## config.mk

```make
export PLATFORM = sky130hd
export DESIGN_NAME = modified_utf7_to_utf8_decoder_flat
export DESIGN_NICKNAME = d
export VERILOG_FILES = /design/src/m7d_pkg.sv /design/src/m7d_in_if.sv /design/src/m7d_out_if.sv /design/src/modified_utf7_to_utf8_decoder.sv /design/src/m7d_decode.sv /design/src/m7d_emit.sv /design/src/flat_wrapper.sv
export SDC_FILE = /design/constraint.sdc
export NUM_CORES = 1
export LEC_CHECK = 0
export BUFFER_PORTS_ARGS = -buffer_cell sky130_fd_sc_hd__buf_2
export CORE_MARGIN = 2
export CORE_UTILIZATION = 50
export DETAILED_ROUTE_END_ITERATION = 12
export PLACE_DENSITY_LB_ADDON = 0.15
export SLEW_MARGIN = 30
export SYNTH_ARGS = -nofsm -noshare
export SYNTH_HDL_FRONTEND = slang
export SYNTH_HIERARCHICAL = 1
export SYNTH_SLANG_ARGS = --single-unit
```

## constraint.sdc

```tcl
create_clock -name clk_i -period 5.35 [get_ports clk_i]
set_clock_uncertainty 0.2 [all_clocks]
set_input_delay 0.8025 -clock clk_i [delete_from_list [all_inputs] [get_ports clk_i]]
set_output_delay 0.8025 -clock clk_i [all_outputs]
set_load 0.005 [all_outputs]
```

## src/m7d_pkg.sv

```systemverilog
// Shared types, constants and helper functions for the modified UTF-7 decoder.
// No dependencies; the decoder top level, m7d_decode and m7d_emit import this package.
package m7d_pkg;

  // Character codes used by the decoder
  localparam logic [7:0] CH_AMP    = 8'h26;  // '&'
  localparam logic [7:0] CH_DASH   = 8'h2d;  // '-'
  localparam logic [7:0] CH_PLUS   = 8'h2b;  // '+'
  localparam logic [7:0] CH_COMMA  = 8'h2c;  // ','
  localparam logic [7:0] CH_NUL    = 8'h00;
  localparam logic [7:0] CH_UP_A   = 8'h41;
  localparam logic [7:0] CH_UP_Z   = 8'h5a;
  localparam logic [7:0] CH_LO_A   = 8'h61;
  localparam logic [7:0] CH_LO_Z   = 8'h7a;
  localparam logic [7:0] CH_DIG_0  = 8'h30;
  localparam logic [7:0] CH_DIG_9  = 8'h39;

  // Offsets that map letters onto base64 values
  localparam logic [7:0] OFS_LOWER = 8'd71;  // 'a' maps to 26
  localparam logic [7:0] OFS_DIGIT = 8'd4;   // '0' maps to 52, added
  localparam logic [5:0] B64_PLUS  = 6'd62;
  localparam logic [5:0] B64_COMMA = 6'd63;

  // Base64 accumulator geometry
  localparam int unsigned ACC_W     = 22;
  localparam int unsigned BCNT_W    = 5;
  localparam int unsigned UNIT_W    = 16;
  localparam logic [BCNT_W-1:0] BITS_PER_LETTER = 5'd6;
  localparam logic [BCNT_W-1:0] BITS_PER_UNIT   = 5'd16;

  // UTF-8 limits and lead patterns
  localparam logic [15:0] UTF8_MAX1 = 16'h007f;
  localparam logic [15:0] UTF8_MAX2 = 16'h07ff;

  // Up to three bytes per decoded run
  localparam int unsigned RUN_MAX   = 3;
  localparam int unsigned RUN_CNT_W = 2;

  typedef enum logic [1:0] {
    MODE_DIRECT = 2'd0,
    MODE_AMP    = 2'd1,
    MODE_B64    = 2'd2
  } m7d_mode_e;

  // Bytes produced by one input byte, in output order from index 0
  typedef struct packed {
    logic [RUN_CNT_W-1:0]       cnt;
    logic [RUN_MAX-1:0][7:0]    bytes;
  } m7d_run_t;

  typedef struct packed {
    logic       ok;
    logic [5:0] val;
  } m7d_b64_t;

  // Map a byte onto its modified-base64 value
  function automatic m7d_b64_t m7d_b64_value(logic [7:0] c);
    m7d_b64_t   res;
    logic [7:0] d;
    res = '0;
    d   = '0;
    if (c inside {[CH_UP_A:CH_UP_Z]}) begin
      d       = c - CH_UP_A;
      res.ok  = 1'b1;
      res.val = d[5:0];
    end else if (c inside {[CH_LO_A:CH_LO_Z]}) begin
      d       = c - OFS_LOWER;
      res.ok  = 1'b1;
      res.val = d[5:0];
    end else if (c inside {[CH_DIG_0:CH_DIG_9]}) begin
      d       = c + OFS_DIGIT;
      res.ok  = 1'b1;
      res.val = d[5:0];
    end else if (c == CH_PLUS) begin
      res.ok  = 1'b1;
      res.val = B64_PLUS;
    end else if (c == CH_COMMA) begin
      res.ok  = 1'b1;
      res.val = B64_COMMA;
    end
    return res;
  endfunction

  // Encode a 16-bit value as UTF-8; zero gives an empty run
  function automatic m7d_run_t m7d_utf8(logic [15:0] u);
    m7d_run_t r;
    r = '0;
    if (u == '0) begin
      r.cnt = 2'd0;
    end else if (u <= UTF8_MAX1) begin
      r.cnt      = 2'd1;
      r.bytes[0] = u[7:0];
    end else if (u <= UTF8_MAX2) begin
      r.cnt      = 2'd2;
      r.bytes[0] = {3'b110, u[10:6]};
      r.bytes[1] = {2'b10, u[5:0]};
    end else begin
      r.cnt      = 2'd3;
      r.bytes[0] = {4'b1110, u[15:12]};
      r.bytes[1] = {2'b10, u[11:6]};
      r.bytes[2] = {2'b10, u[5:0]};
    end
    return r;
  endfunction

endpackage

```

## src/m7d_in_if.sv

```systemverilog
// Input channel of the modified UTF-7 decoder: one text byte per transfer.
// Depends on nothing.
interface m7d_in_if;
  logic       valid;
  logic       ready;
  logic [7:0] in_byte;

  modport source (output valid, output in_byte, input ready);
  modport sink   (input valid, input in_byte, output ready);
endinterface

```

## src/m7d_out_if.sv

```systemverilog
// Output channel of the modified UTF-7 decoder: one UTF-8 byte per transfer.
// Depends on nothing.
interface m7d_out_if;
  logic       valid;
  logic       ready;
  logic [7:0] out_byte;
  logic       last_of_run;

  modport source (output valid, output out_byte, output last_of_run, input ready);
  modport sink   (input valid, input out_byte, input last_of_run, output ready);
endinterface

```

## src/modified_utf7_to_utf8_decoder.sv

```systemverilog
// Top level of the IMAP modified UTF-7 to UTF-8 decoder: input register,
// decode stage and result serializer. Depends on m7d_pkg, m7d_in_if,
// m7d_out_if, m7d_decode and m7d_emit.
//
//   Port        Dir  Payload                        Role
//   byte_in_i   in   in_byte[7:0]                   modified UTF-7 text byte
//   utf8_out_o  out  out_byte[7:0], last_of_run     UTF-8 byte, end-of-run flag
//
// A byte is registered at its transfer, decoded combinationally from the input
// register and loaded into the result register once that is free; its first
// UTF-8 byte is then offered from there. Each accepted byte occupies the
// three-byte result register until the bytes it yields (zero to three) have
// left, a new run loading as the last one leaves; that register sets the rate.
// Output stalls back up through the result register into the input register.
// rst_ni clears the mode, accumulator, bit count and all valid flags at once.
module modified_utf7_to_utf8_decoder (
  input  logic       clk_i,
  input  logic       rst_ni,
  m7d_in_if.sink     byte_in_i,
  m7d_out_if.source  utf8_out_o
);
  import m7d_pkg::*;

  logic       in_valid_q;
  logic [7:0] in_byte_q;
  logic       take;
  logic       advance;
  m7d_run_t   run;

  assign advance         = in_valid_q && take;
  assign byte_in_i.ready = !in_valid_q || advance;

  // Input register: hold a byte until the decode stage moves it on
  always_ff @(posedge clk_i or negedge rst_ni) begin
    if (!rst_ni) begin
      in_valid_q <= 1'b0;
    end else if (byte_in_i.ready) begin
      in_valid_q <= byte_in_i.valid;
    end
  end

  always_ff @(posedge clk_i) begin
    if (byte_in_i.valid && byte_in_i.ready) begin
      in_byte_q <= byte_in_i.in_byte;
    end
  end

  m7d_decode u_decode (
    .clk_i     (clk_i),
    .rst_ni    (rst_ni),
    .byte_i    (in_byte_q),
    .advance_i (advance),
    .run_o     (run)
  );

  m7d_emit u_emit (
    .clk_i      (clk_i),
    .rst_ni     (rst_ni),
    .load_i     (advance),
    .run_i      (run),
    .take_o     (take),
    .valid_o    (utf8_out_o.valid),
    .ready_i    (utf8_out_o.ready),
    .out_byte_o (utf8_out_o.out_byte),
    .last_o     (utf8_out_o.last_of_run)
  );

  a_held_byte_stable: assert property (@(posedge clk_i) disable iff (!rst_ni)
    (in_valid_q && !advance) |=> (in_valid_q && $stable(in_byte_q)))
    else $error("pending input byte lost or changed");

endmodule

```

## src/m7d_decode.sv

```systemverilog
// Decoder state (mode, base64 accumulator, bit count) and the per-byte decode.
// Depends on m7d_pkg.
module m7d_decode (
  input  logic              clk_i,
  input  logic              rst_ni,
  input  logic [7:0]        byte_i,
  input  logic              advance_i,
  output m7d_pkg::m7d_run_t run_o
);
  import m7d_pkg::*;

  m7d_mode_e           mode_q, mode_d;
  logic [ACC_W-1:0]    acc_q, acc_d;
  logic [BCNT_W-1:0]   bcnt_q, bcnt_d;

  m7d_b64_t            letter;
  logic [ACC_W-1:0]    acc_sum;
  logic [BCNT_W-1:0]   bcnt_sum;
  logic [BCNT_W-1:0]   shift;
  logic [ACC_W-1:0]    unit_wide;
  logic [UNIT_W-1:0]   unit;
  m7d_run_t            run;

  // Gather one more letter and line up the next 16-bit unit
  assign letter    = m7d_b64_value(byte_i);
  assign acc_sum   = {acc_q[ACC_W-7:0], letter.val};
  assign bcnt_sum  = bcnt_q + BITS_PER_LETTER;
  assign shift     = bcnt_sum - BITS_PER_UNIT;
  assign unit_wide = acc_sum >> shift;
  assign unit      = unit_wide[UNIT_W-1:0];

  // Decode one byte against the current mode
  always_comb begin
    mode_d = mode_q;
    acc_d  = acc_q;
    bcnt_d = bcnt_q;
    run    = '0;
    case (mode_q)
      MODE_AMP: begin
        if (byte_i == CH_DASH) begin
          run.cnt      = 2'd1;
          run.bytes[0] = CH_AMP;
          mode_d       = MODE_DIRECT;
        end else if (letter.ok) begin
          acc_d  = ACC_W'(letter.val);
          bcnt_d = BITS_PER_LETTER;
          mode_d = MODE_B64;
        end else begin
          run.cnt      = 2'd2;
          run.bytes[0] = CH_AMP;
          run.bytes[1] = CH_DASH;
          mode_d       = MODE_DIRECT;
        end
      end
      MODE_B64: begin
        if (byte_i == CH_DASH) begin
          mode_d = MODE_DIRECT;
        end else if (letter.ok) begin
          acc_d = acc_sum;
          if (bcnt_sum >= BITS_PER_UNIT) begin
            run    = m7d_utf8(unit);
            bcnt_d = shift;
          end else begin
            bcnt_d = bcnt_sum;
          end
        end else begin
          run    = m7d_utf8({8'h00, byte_i});
          mode_d = MODE_DIRECT;
        end
      end
      default: begin
        if (byte_i == CH_AMP) begin
          mode_d = MODE_AMP;
        end else begin
          run = m7d_utf8({8'h00, byte_i});
        end
      end
    endcase
    // A zero byte ends the string and clears the mode, accumulator and bit count
    if (byte_i == CH_NUL) begin
      mode_d = MODE_DIRECT;
      acc_d  = '0;
      bcnt_d = '0;
    end
  end

  assign run_o = run;

  // Advance state only when the byte is handed to the output stage
  always_ff @(posedge clk_i or negedge rst_ni) begin
    if (!rst_ni) begin
      mode_q <= MODE_DIRECT;
      acc_q  <= '0;
      bcnt_q <= '0;
    end else if (advance_i) begin
      mode_q <= mode_d;
      acc_q  <= acc_d;
      bcnt_q <= bcnt_d;
    end
  end

  // A full unit is always drained as soon as it is complete
  a_b64_count_below_unit: assert property (@(posedge clk_i) disable iff (!rst_ni)
    (mode_q == MODE_B64) |-> (bcnt_q < BITS_PER_UNIT))
    else $error("base64 bit count holds a whole unit");

  a_nul_clears: assert property (@(posedge clk_i) disable iff (!rst_ni)
    (advance_i && byte_i == CH_NUL) |=>
      (mode_q == MODE_DIRECT && bcnt_q == '0 && acc_q == '0))
    else $error("zero byte did not return decoder to direct mode");

  a_amp_then_direct: assert property (@(posedge clk_i) disable iff (!rst_ni)
    (advance_i && mode_q == MODE_AMP && !letter.ok) |=> (mode_q == MODE_DIRECT))
    else $error("non-letter after ampersand left shift mode open");

endmodule

```

## src/m7d_emit.sv

```systemverilog
// Result register: holds the bytes of one decoded run and sends them one
// per transfer. Depends on m7d_pkg.
module m7d_emit (
  input  logic              clk_i,
  input  logic              rst_ni,
  input  logic              load_i,
  input  m7d_pkg::m7d_run_t run_i,
  output logic              take_o,
  output logic              valid_o,
  input  logic              ready_i,
  output logic [7:0]        out_byte_o,
  output logic              last_o
);
  import m7d_pkg::*;

  logic [RUN_MAX-1:0][7:0]  bytes_q;
  logic [RUN_CNT_W-1:0]     cnt_q;
  logic [RUN_CNT_W-1:0]     idx_q;
  logic                     last;
  logic                     xfer;

  assign valid_o    = (cnt_q != '0);
  assign last       = (idx_q == cnt_q - 2'd1);
  assign out_byte_o = bytes_q[idx_q];
  assign last_o     = last;
  assign xfer       = valid_o && ready_i;

  // Free for a new run when empty or when the last byte leaves now
  assign take_o = !valid_o || (xfer && last);

  // Load a new run, step to the next byte, or go empty after the last one
  always_ff @(posedge clk_i or negedge rst_ni) begin
    if (!rst_ni) begin
      cnt_q <= '0;
      idx_q <= '0;
    end else if (load_i) begin
      cnt_q <= run_i.cnt;
      idx_q <= '0;
    end else if (xfer) begin
      if (last) begin
        cnt_q <= '0;
        idx_q <= '0;
      end else begin
        idx_q <= idx_q + 2'd1;
      end
    end
  end

  // Payload needs no reset
  always_ff @(posedge clk_i) begin
    if (load_i) begin
      bytes_q <= run_i.bytes;
    end
  end

  a_idx_in_run: assert property (@(posedge clk_i) disable iff (!rst_ni)
    valid_o |-> (idx_q < cnt_q))
    else $error("byte index beyond held run");

  a_load_starts_run: assert property (@(posedge clk_i) disable iff (!rst_ni)
    (load_i && run_i.cnt != '0) |=> (valid_o && idx_q == '0))
    else $error("loaded run did not start at its first byte");

endmodule
```

## src/flat_wrapper.sv

```systemverilog
// flat-port wrapper written by rule: the top's interface ports become plain ports
module modified_utf7_to_utf8_decoder_flat import m7d_pkg::*;
  (clk_i, rst_ni, byte_in_i_valid, byte_in_i_in_byte, byte_in_i_ready, utf8_out_o_valid, utf8_out_o_out_byte, utf8_out_o_last_of_run, utf8_out_o_ready);
  m7d_in_if byte_in_i_i ();
  m7d_out_if utf8_out_o_i ();
  input  logic clk_i;
  input  logic rst_ni;
  input wire logic [$bits(byte_in_i_i.valid)-1:0] byte_in_i_valid;
  input wire logic [$bits(byte_in_i_i.in_byte)-1:0] byte_in_i_in_byte;
  output wire logic [$bits(byte_in_i_i.ready)-1:0] byte_in_i_ready;
  output wire logic [$bits(utf8_out_o_i.valid)-1:0] utf8_out_o_valid;
  output wire logic [$bits(utf8_out_o_i.out_byte)-1:0] utf8_out_o_out_byte;
  output wire logic [$bits(utf8_out_o_i.last_of_run)-1:0] utf8_out_o_last_of_run;
  input wire logic [$bits(utf8_out_o_i.ready)-1:0] utf8_out_o_ready;
  assign byte_in_i_i.valid = byte_in_i_valid;
  assign byte_in_i_i.in_byte = byte_in_i_in_byte;
  assign byte_in_i_ready = byte_in_i_i.ready;
  assign utf8_out_o_valid = utf8_out_o_i.valid;
  assign utf8_out_o_out_byte = utf8_out_o_i.out_byte;
  assign utf8_out_o_last_of_run = utf8_out_o_i.last_of_run;
  assign utf8_out_o_i.ready = utf8_out_o_ready;
  modified_utf7_to_utf8_decoder u_core (.clk_i(clk_i), .rst_ni(rst_ni), .byte_in_i(byte_in_i_i), .utf8_out_o(utf8_out_o_i));
endmodule
```

Word-level counts from Yosys, hierarchy flattened
Cells that the tools add are included.
{ "word_totals": {"output_inout_bits": 11, "inputBits": 12, "register_bits": 60} }
{ "op_classes": {"muxes": 58, "order_cmp": 11, "shifts": 1, "n_reduce_logical": 21, "addsub": 7, "eq_ne": 12} }
{ "op_table": {"columns": ["operator", "n"], "rows": [
  ["16-bit two-way mux", 7],
  ["26-bit two-way mux", 4],
  ["16-bit one-hot mux with 2 select lines", 2],
  ["8-bit two-way mux", 7],
  ["2-bit two-way mux", 18],
  ["7-bit two-way mux", 5],
  ["8-bit by 6-bit == test with 1-bit output, second input constant", 4],
  ["5-bit two-way mux", 6],
  ["14-bit two-way mux", 2],
  ["8-bit by 7-bit less-or-equal comparator with 1-bit output, second input constant", 3],
  ["24-bit two-way mux", 1],
  ["22-bit by 5-bit >> shifter with 16-bit output", 1],
  ["8-bit binary-select mux with 2-bit select", 1],
  ["8-bit by 7-bit greater-or-equal comparator with 1-bit output, second input constant", 2],
  ["16-bit by 11-bit less-or-equal comparator with 1-bit output, second input constant", 1],
  ["16-bit by 7-bit less-or-equal comparator with 1-bit output, second input constant", 1],
  ["16-bit zero test", 1],
  ["8-bit one-hot mux with 2 select lines", 1],
  ["3-bit inequality test, second input constant", 4],
  ["5-bit one-hot mux with 2 select lines", 1],
  ["8-bit by 6-bit greater-or-equal comparator with 1-bit output, second input constant", 1],
  ["8-bit by 6-bit less-or-equal comparator with 1-bit output, second input constant", 1],
  ["8-bit zero test", 1],
  ["2-bit one-hot mux with 2 select lines", 2],
  ["other kinds (23)", 33]
]} }

Logic depth before layout (Yosys ltp)
Gate-level depths: netlist of run 1.
{ "logic_depth": {"ltp_word": 16, "ltp_mapped": 18, "mapped_depth_nobuf": 13} }

By module
Netlist of run 1, hierarchy kept.
{ "by_module_without_submodules": {"columns": ["module", "seq_area_each_um2", "area_per_inst_um2", "cells_per_inst", "instances"], "rows": [
  ["m7d_decode", 550.5, 3195.6, 447, 1],
  ["m7d_emit", 820.8, 1159.9, 77, 1],
  ["modified_utf7_to_utf8_decoder", 265.3, 300.3, 13, 1]
]} }

Worst setup path before layout of run 1
OpenSTA, ideal clock, no wires.
{ "synth_timing": {"path_kind": "flip-flop to flip-flop", "startpoint": "register u_core.u_decode.bcnt_q[1]", "endpoint": "register u_core.u_emit.cnt_q[0]", "stages_incl_launch_ff": 18, "synth_period_minus_slack_ns": 3.945, "required_ns": 5.023, "arrival_time_ns": 3.618, "setup_time_ns": 0.127, "path_slack_ns": 1.405, "path_cell_list": "dfrtp_1 buf_2 inv_1 buf_1 ha_1 buf_6 mux4_2 or3_1 a21oi_2 o21ai_1 and2_4 buf_6 nor4_4 and3_1 a31oi_1 a221o_1 mux2i_1 a21oi_1"} }
{ "synth_lines": {"columns": ["item", "line", "rtl"], "rows": [
  ["start: declaration", "m7d_decode.sv:14", "logic [BCNT_W-1:0] bcnt_q, bcnt_d;"],
  ["start signal: assignment", "m7d_decode.sv:98", "bcnt_q <= bcnt_d;"],
  ["end signal: assignment", "m7d_emit.sv:37", "cnt_q <= run_i.cnt;"],
  ["end: declaration", "m7d_emit.sv:17", "logic [RUN_CNT_W-1:0] cnt_q;"]
]} }

==> qor.txt, run 1 <==
Crit path arrival time: 4.53 ns
post-route worst hold slack: 0.301 ns
number of levels in the clock H-tree: 3
number of cells upsized or downsized after cts: 0
number of diodes added for antenna fixing: 0
Ys Warns: 6
Final Util: 0.548
root cell of the clock tree: clkbuf_8
number of instances in the synthesized netlist: 537
peak per-stage delay on the critical path: 0.72 ns
core region area: 9150 sq um
CP endpoint kind: flop
post-place instance area: 4810 sq um
HPWL after DPL: 9390 um
CTS Hold Buffers Added: 0
share of the clock period used by the worst path: 0.867
global-route wire length before repair: 20900 um
Max Buffers Root-to-Sink: 2
placement-stage worst setup slack: 0.872 ns
flops & latches, synth: 59
least setup slack across all paths after layout: 0.713 ns
setup repair after global routing missed its margin: false
Seq. cell area: 1640 sq um
Power Dens Cells: 597 nW/um^2
GR Overflow Total: 0
Post-Syn Area per Cell: 8.67 sq um
routability cong.: 0.951
commonest cells after routing, fill and taps aside: nand2_1 (79), nor2_1 (43), edfxtp_1 (32)
overall via count from detail_route: 4265
fill cell total of the finished layout: 846
series of cell instances along the critical path: inv_1, ha_1, a21oi_1, nor3_1, a221oi_1, a21oi_1, and3_1, nor3_1, o31ai_1, a221o_1
fmax: 216 MHz
initial cell density of the core: 0.509
clock period minus final worst setup slack: 4.64 ns
TritonCTS clock tree: yes
Synth-to-Final Area Change: 7.82%
CP top delay family: compound AO/OA/AOI/OAI gates
count of routing violations after the opening detailed-route iteration: 416
run status: finished, final reports clean
sort of element at the start of the critical path: flop
Num CTS Buffers: 9
final standard cell count with taps included and fillers excluded: 663
Max transition margin: 0.342
post-CTS setup buffers: 0
sequential cell area fraction in the yosys report: 0.352
Critical Path Stages: 10
final count of hold timing violations: 0
io pins: 23
GRT Util Overall: 0.266
distinct cell type count of the synthesized netlist: 76
area of the mapped netlist: 4660 sq um
share of async-settable or async-resettable flops after synthesis: 0.458
height of the chip: 100 um
final-report setup violation count: 0
most frequent standard cell in the layout excluding fill and tap cells: nand2_1
worst vdd ir: 0.277 mV
residual antenna-violating net count after detailed routing: 0
pin slew with the least headroom to its limit: 0.979 ns
die footprint: 10100 sq um
clock insertion delay at the later pin of the skew report: 0.34 ns
startpoint-to-endpoint class of the critical path: flop to flop
final count of pins violating max slew: 0
worst path buffer plus inverter count: 1
max-capacitance violation count: 0
share of post-route cells with drive strength above 1: 0.136
mean number of vias per cell: 6.43
number of cells on the worst reg-to-reg path: 10
total power consumption of the routed design: 3.00 mW
1st-pass router iterations: 7
pin count of the biggest net entering global routing: 39
via count of the first global-routing pass: 3971
number of design rule violations left after detail routing: 0
Total Negative Setup Slacks: 0 ns
Cells after DPL: 647
flip-flop cell with the highest count after synthesis: edfxtp_1
crit path max-delay cell type: edfxtp_1
peak fanout along the critical path: 13
antenna violations before repair: 0
FP Rows: 35
detailed-route wire length per cell: 19.6 um
Hold Path Class: input pin to asynchronous set/reset pin
number of sinks driven by the clock tree: 59
multi-input gate area in the final layout: 2790 sq um
number of synthesized flops with an enable pin: 32
data required time at the worst endpoint: 5.24 ns
post-route cell area: 5020 sq um
Die W: 100 um
Port Buffers: 22
leakage power summed over all cells: 1.95 nW
net count reported at finish: 573
Routed Wire Length: 13000 um
Clk pin slew, worst setup/hold paths: 0.07 ns
path summary, 6_finish.rpt:
path | start | endpoint | slack [ns]
max | u_core/in_byte_q[3] | u_core/u_emit/bytes_q[8] | 0.71
min | rst_ni | u_core/u_decode/mode_q[1] | 0.30
max reg2reg | u_core/in_byte_q[3] | u_core/u_emit/bytes_q[8] | 0.71
min reg2reg | u_core/u_decode/mode_q[0] | u_core/u_decode/mode_q[0] | 0.33
max in group asynchronous | rst_ni | u_core/u_decode/acc_q[10] | 4.20
min in group clk_i | u_core/u_decode/mode_q[0] | u_core/u_decode/mode_q[0] | 0.33
state kept, by name (all words and copies together) (netlist names):
signal                  count
u_core/u_emit/bytes_q      24
u_core/in_valid_q           1
u_core/u_decode/mode_q      2
u_core/u_emit/cnt_q         2
u_core/u_decode/acc_q      16
u_core/u_emit/idx_q         2
u_core/u_decode/bcnt_q      4
u_core/in_byte_q            8
report_power, final:
group          switching [mW]  internal [mW]
Sequential              0.159          0.693
Combinational            1.04          0.669
Clock                   0.180          0.258
Total                    1.38           1.62
final cells by class:
type,instances,share of cell area
well taps,111,0.0277
flip-flops and latches,59,0.326
multi-input cells,428,0.555
repair buffers,32,0.0369
clock inverters,6,0.0160
inverters,17,0.0127
clock buffers,10,0.0254
kinds of logic (layout without fill, tap and decap cells):
kind of cell    Yosys count  after routing  synth area share
other cells               1              2          0.000805
fa+ha+maj                14             14            0.0376
buf+inv                  51             65            0.0516
mux                      28             28            0.0793
simple gates            220            220             0.236
xor+xnor                 12             12            0.0258
flops                    59             59             0.352
compound gates          152            152             0.217
cells in the mapped netlist (6+ instances only):
library cell / number / area (sq um)
nand2_1: 79 / 297
nor2_1: 43 / 161
edfxtp_1: 32 / 961
a21oi_1: 31 / 155
o21ai_1: 30 / 150
dfrtp_1: 27 / 676
o21ai_0: 18 / 90.1
mux2i_1: 17 / 170
clkbuf_1: 16 / 60.1
inv_1: 15 / 56.3
nand3_1: 15 / 75.1
ha_1: 14 / 175
nor3_1: 13 / 65.1
and3_1: 10 / 62.6
o22ai_1: 10 / 62.6
nand2b_1: 9 / 56.3
and2_1: 8 / 50.1
nor2b_1: 8 / 50.1
a221o_1: 7 / 70.1
nor4_1: 7 / 43.8
xnor2_1: 7 / 61.3
buf_2: 6 / 30.0
nand4_1: 6 / 37.5
routing by layer:
metal	GRT usage	wire (um)
met1	0.365	5600
met2	0.419	5900
met3	0.0347	1040
met4	0.122	431
met5	0	0
Power figures use the tool's default switching activity.
==> run 2: changes to the inputs <==
- clock period: 5.35 -> 5.85 ns (I/O delays scaled with it)
==> run 2 against run 1 <==
  * Critical path depth increased by 2
  * Wire length decreased by 3.9%
  * Clock power decreased by 22%
  * Sequential power decreased by 8.7%
  * Final cell count decreased by 0.15%
  * Core utilization decreased by 0.33 points
  * Global-route usage decreased by 1.3 points
  * Critical path type unchanged
  * Largest power group unchanged
  * Highest routed layer unchanged
==> qor.txt, run 2 (same netlist as run 1, synthesis figures left out) <==
run status: finished, final reports clean
Max transition margin: 0.466
worst vdd ir: 0.247 mV
Cells after DPL: 646
most frequent standard cell in the layout excluding fill and tap cells: nand2_1
peak fanout along the critical path: 13
setup repair after global routing missed its margin: false
FP Rows: 35
length of routed met2 wiring: 5530 um
startpoint-to-endpoint class of the critical path: flop to flop
Clk pin slew, worst setup/hold paths: 0.08 ns
GRT Util Overall: 0.252
top metal layer carrying routed signals: met4
global-route wire length before repair: 20000 um
CTS Hold Buffers Added: 0
core region area: 9150 sq um
final-report setup violation count: 0
mean number of vias per cell: 6.25
net count reported at finish: 572
number of sinks driven by the clock tree: 59
number of flip-flops under the largest register name: 24
Routed Wire Length: 12500 um
Power Dens Cells: 529 nW/um^2
share of post-route cells with drive strength above 1: 0.142
Max Buffers Root-to-Sink: 2
final count of hold timing violations: 0
Die W: 100 um
max-capacitance violation count: 0
post-route worst hold slack: 0.332 ns
detailed-route wire length per cell: 18.8 um
sort of element at the start of the critical path: flop
TritonCTS clock tree: yes
count of routing violations after the opening detailed-route iteration: 371
leakage power summed over all cells: 1.92 nW
overall via count from detail_route: 4138
io pins: 23
HPWL after DPL: 8940 um
share of the clock period used by the worst path: 0.758
fill cell total of the finished layout: 869
Met1 Routed Length: 5840 um
via count of the first global-routing pass: 3816
number of levels in the clock H-tree: 3
final standard cell count with taps included and fillers excluded: 662
die footprint: 10100 sq um
routability cong.: 0.929
Port Buffers: 22
residual antenna-violating net count after detailed routing: 0
pin slew with the least headroom to its limit: 0.795 ns
Largest regs: u_core/u_emit/bytes_q x24, u_core/u_decode/acc_q x16, u_core/in_byte_q x8
number of design rule violations left after detail routing: 0
routed wire length on met3: 729 um
total power consumption of the routed design: 2.64 mW
number of cells upsized or downsized after cts: 0
most flop-heavy register: u_core/u_emit/bytes_q
Synth-to-Final Area Change: 7.18%
initial cell density of the core: 0.509
antenna violations before repair: 0
pin count of the biggest net entering global routing: 40
Final Util: 0.545
commonest cells after routing, fill and taps aside: nand2_1 (79), nor2_1 (43), edfxtp_1 (32)
1st-pass router iterations: 5
data required time at the worst endpoint: 5.88 ns
Crit path arrival time: 4.47 ns
number of diodes added for antenna fixing: 0
Num CTS Buffers: 9
post-CTS setup buffers: 0
root cell of the clock tree: clkbuf_8
Hold Path Class: flop to flop
GR Overflow Total: 0
clock insertion delay at the later pin of the skew report: 0.34 ns
fmax: 226 MHz
CP endpoint kind: flop
height of the chip: 100 um
final count of pins violating max slew: 0
Total Negative Setup Slacks: 0 ns
clock period minus final worst setup slack: 4.43 ns
[run 2: metal layers]
layer  GRT usage  vias to the layer above
li1            -                     1998
met1       0.360                     1952
met5           0                        -
met3      0.0395                       30
met2       0.376                      158
met4       0.116                        0
[run 2: critical path, cell delays in order (launching register included)]
cell and delay [ns]:
edfxtp_1 0.73, inv_1 0.27, ha_1 0.30, a21oi_1 0.55
nor3_2 0.24, a311oi_1 0.56, a31oi_1 0.15, and3_1 0.21
nor3_1 0.47, a31oi_1 0.15, a221o_1 0.32, mux2i_1 0.13
a21oi_1 0.05
[run 2: cell type report]
type	count	area (sq um)	area share
Sequential cell	59	1640	0.328
Tap cell	111	139	0.0278
Clock buffer	10	138	0.0276
Timing Repair Buffer	31	178	0.0356
Multi-Input combinational cell	428	2800	0.560
Clock inverter	6	40.0	0.00802
Inverter	17	63.8	0.0128
[run 2: power by group]
part / switching (mW) / internal (mW)
Clock: 0.178 / 0.164
Sequential: 0.145 / 0.633
Combinational: 0.920 / 0.598
[run 2: final timing paths]
| path | slack, ns | from | cells after the start | endpoint |
|---|---|---|---|---|
| max reg2reg | 1.42 | u_core/in_byte_q[3] | 12 | u_core/u_emit/cnt_q[0] |
| max in group asynchronous | 4.64 | rst_ni | 1 | u_core/u_decode/acc_q[6] |
| min in group asynchronous | 0.37 | rst_ni | 1 | u_core/u_emit/cnt_q[1] |
| min reg2reg | 0.33 | u_core/u_decode/mode_q[0] | 1 | u_core/u_decode/mode_q[0] |
| min | 0.33 | u_core/u_decode/mode_q[0] | 1 | u_core/u_decode/mode_q[0] |
| max | 1.42 | u_core/in_byte_q[3] | 12 | u_core/u_emit/cnt_q[0] |
[run 2: stage by stage]
stage | setup slack [ns] | instance area, sq um
floorplan | 1.91 | 4660
global placement | 1.38 | 4800
detailed placement | 1.50 | 4800
CTS | 1.46 | 4980
global route | 1.07 | 4990
finish | 1.42 | 4990
==> run 3: changes to the inputs <==
- clock period: 5.85 -> 3.9 ns (I/O delays scaled with it)
==> run 3 against run 2 <==
  * Worst hold slack lost 0.26 ns
  * Count of clock-buffer cells in the layout shrank 1
  * Non-clock buffer count grew 23
  * Sequential power grew 45%
  * Sequential share of layout area shrank 1.2 points
  * Critical path depth shrank 2
  * Power grew 58%
  * First-iteration DRC count grew 26%
==> qor.txt, run 3 (same netlist as run 1, synthesis figures left out) <==
height of the chip: 100 um
CP endpoint kind: flop
Largest regs: u_core/u_emit/bytes_q x24, u_core/u_decode/acc_q x16, u_core/in_byte_q x8
HPWL after DPL: 9500 um
1st-pass router iterations: 6
initial cell density of the core: 0.509
Port Buffers: 22
residual antenna-violating net count after detailed routing: 0
FP Rows: 35
number of cells upsized or downsized after cts: 0
die footprint: 10100 sq um
number of design rule violations left after detail routing: 0
leakage power summed over all cells: 2.05 nW
GR Overflow Total: 0
Routed Wire Length: 12800 um
GRT Util Overall: 0.263
max-capacitance violation count: 0
final count of hold timing violations: 0
power spent charging and discharging nets: 1.92 mW
Max Buffers Root-to-Sink: 2
mean number of vias per cell: 6.25
commonest cells after routing, fill and taps aside: nand2_1 (79), nor2_1 (43), edfxtp_1 (32), buf_4 (32)
Reg power frac: 0.270
Total Negative Setup Slacks: 0 ns
relative contribution of the clock network to total power: 0.138
via count of the first global-routing pass: 4038
antenna violations before repair: 0
Die W: 100 um
sort of element at the start of the critical path: flop
fmax: 265 MHz
run status: finished, final reports clean
pin slew with the least headroom to its limit: 0.762 ns
crit path max-delay cell type: o21ai_0
number of levels in the clock H-tree: 3
clock period minus final worst setup slack: 3.77 ns
CTS Hold Buffers Added: 0
global-route wire length before repair: 20700 um
Clk pin slew, worst setup/hold paths: 0.08 ns
Synth-to-Final Area Change: 11.1%
io pins: 23
Power Dens Cells: 806 nW/um^2
net count reported at finish: 595
number of sinks driven by the clock tree: 59
fraction of power spent switching nets: 0.461
number of flip-flops under the largest register name: 24
overall via count from detail_route: 4281
final standard cell count with taps included and fillers excluded: 685
count of routing violations after the opening detailed-route iteration: 468
series of cell instances along the critical path: inv_1, ha_1, buf_4, mux2_2, nand2b_1, a211oi_1, o31ai_1, o21ai_0, o22ai_1, a221o_1
most frequent standard cell in the layout excluding fill and tap cells: nand2_1
root cell of the clock tree: clkbuf_8
Hold Path Class: input pin to asynchronous set/reset pin
worst vdd ir: 0.380 mV
share of post-route cells with drive strength above 1: 0.174
clock insertion delay at the later pin of the skew report: 0.35 ns
core region area: 9150 sq um
detailed-route wire length per cell: 18.7 um
Crit path arrival time: 3.65 ns
CP top delay family: compound AO/OA/AOI/OAI gates
final-report setup violation count: 0
final count of pins violating max slew: 0
data required time at the worst endpoint: 3.78 ns
most flop-heavy register: u_core/u_emit/bytes_q
worst path buffer plus inverter count: 2
share of the clock period used by the worst path: 0.967
peak per-stage delay on the critical path: 0.63 ns
number of diodes added for antenna fixing: 0
routability cong.: 0.979
TritonCTS clock tree: yes
startpoint-to-endpoint class of the critical path: flop to flop
fill cell total of the finished layout: 841
peak fanout along the critical path: 19
Num CTS Buffers: 9
Max transition margin: 0.490
part of the total power dissipated in combinational logic: 0.592
internal power: 2.25 mW
Cells after DPL: 669
setup repair after global routing missed its margin: false
pin count of the biggest net entering global routing: 40
post-CTS setup buffers: 0
run 3: cell count changes in the layout (fill, tap and decap cells not counted), sizes merged:
| cell | before | now |
|---|---|---|
| buf | 31 | 54 |
| clkinv | 2 | 4 |
| clkinvlp | 3 | 1 |
| clkbuf | 10 | 9 |
| bufinv | 0 | 1 |
run 3: metrics by stage:
step | worst slack, ns | utilization | power (mW) | hold WS, ns | area, sq um
finish | 0.128 | 0.565 | 4.17 | 0.0703 | 5170
global route | 0.0120 | 0.565 | 4.46 | 0.120 | 5170
floorplan | 0.0215 | - | 2.89 | 0.0894 | 4660
CTS | 0.183 | 0.565 | 4.14 | 0.0904 | 5170
global placement | 0.302 | 0.543 | 3.54 | 0.300 | 4970
detailed placement | 0.209 | 0.543 | 3.55 | 0.315 | 4970
run 3: layout make-up:
class,count,area [sq um],area share
Sequential cell,59,1640,0.316
Clock inverter,7,77.6,0.0150
Inverter,17,63.8,0.0123
Clock buffer,9,124,0.0239
Timing Repair Buffer,54,350,0.0677
Multi-Input combinational cell,428,2780,0.538
Tap cell,111,139,0.0268
run 3: final timing paths:
path                                           start                        end  slack (ns)  cells past startpoint
max                        u_core/u_decode/bcnt_q[1]  u_core/u_emit/bytes_q[10]        0.13                     10
min                                           rst_ni  u_core/u_decode/bcnt_q[1]        0.07                      1
max reg2reg                u_core/u_decode/bcnt_q[1]  u_core/u_emit/bytes_q[10]        0.13                     10
min reg2reg                u_core/u_decode/bcnt_q[2]  u_core/u_decode/bcnt_q[2]        0.33                      2
max in group asynchronous                     rst_ni   u_core/u_decode/acc_q[4]        2.98                      1
min in group clk_i              byte_in_i_in_byte[4]        u_core/in_byte_q[4]        0.20                      1
run 3: routing by layer:
| layer | up-vias | track usage | routed length (um) | part of all wire |
|---|---|---|---|---|
| met2 | 206 | 0.407 | 5730 | 0.45 |
| met3 | 42 | 0.0402 | 1070 | 0.083 |
| met1 | 1988 | 0.365 | 5570 | 0.43 |
| met5 | - | 0 | 0 | 0 |
| met4 | 0 | 0.117 | 466 | 0.036 |
| li1 | 2045 | - | - | - |
run 3: power by group through the flow:
stage               clock (mW)  combinational (mW)  sequential, mW
floorplan                    0                1.82            1.07
global placement             0                2.42            1.13
detailed placement           0                2.41            1.14
CTS                      0.593                2.43            1.12
global route             0.621                2.69            1.15
finish                   0.577                2.47            1.13
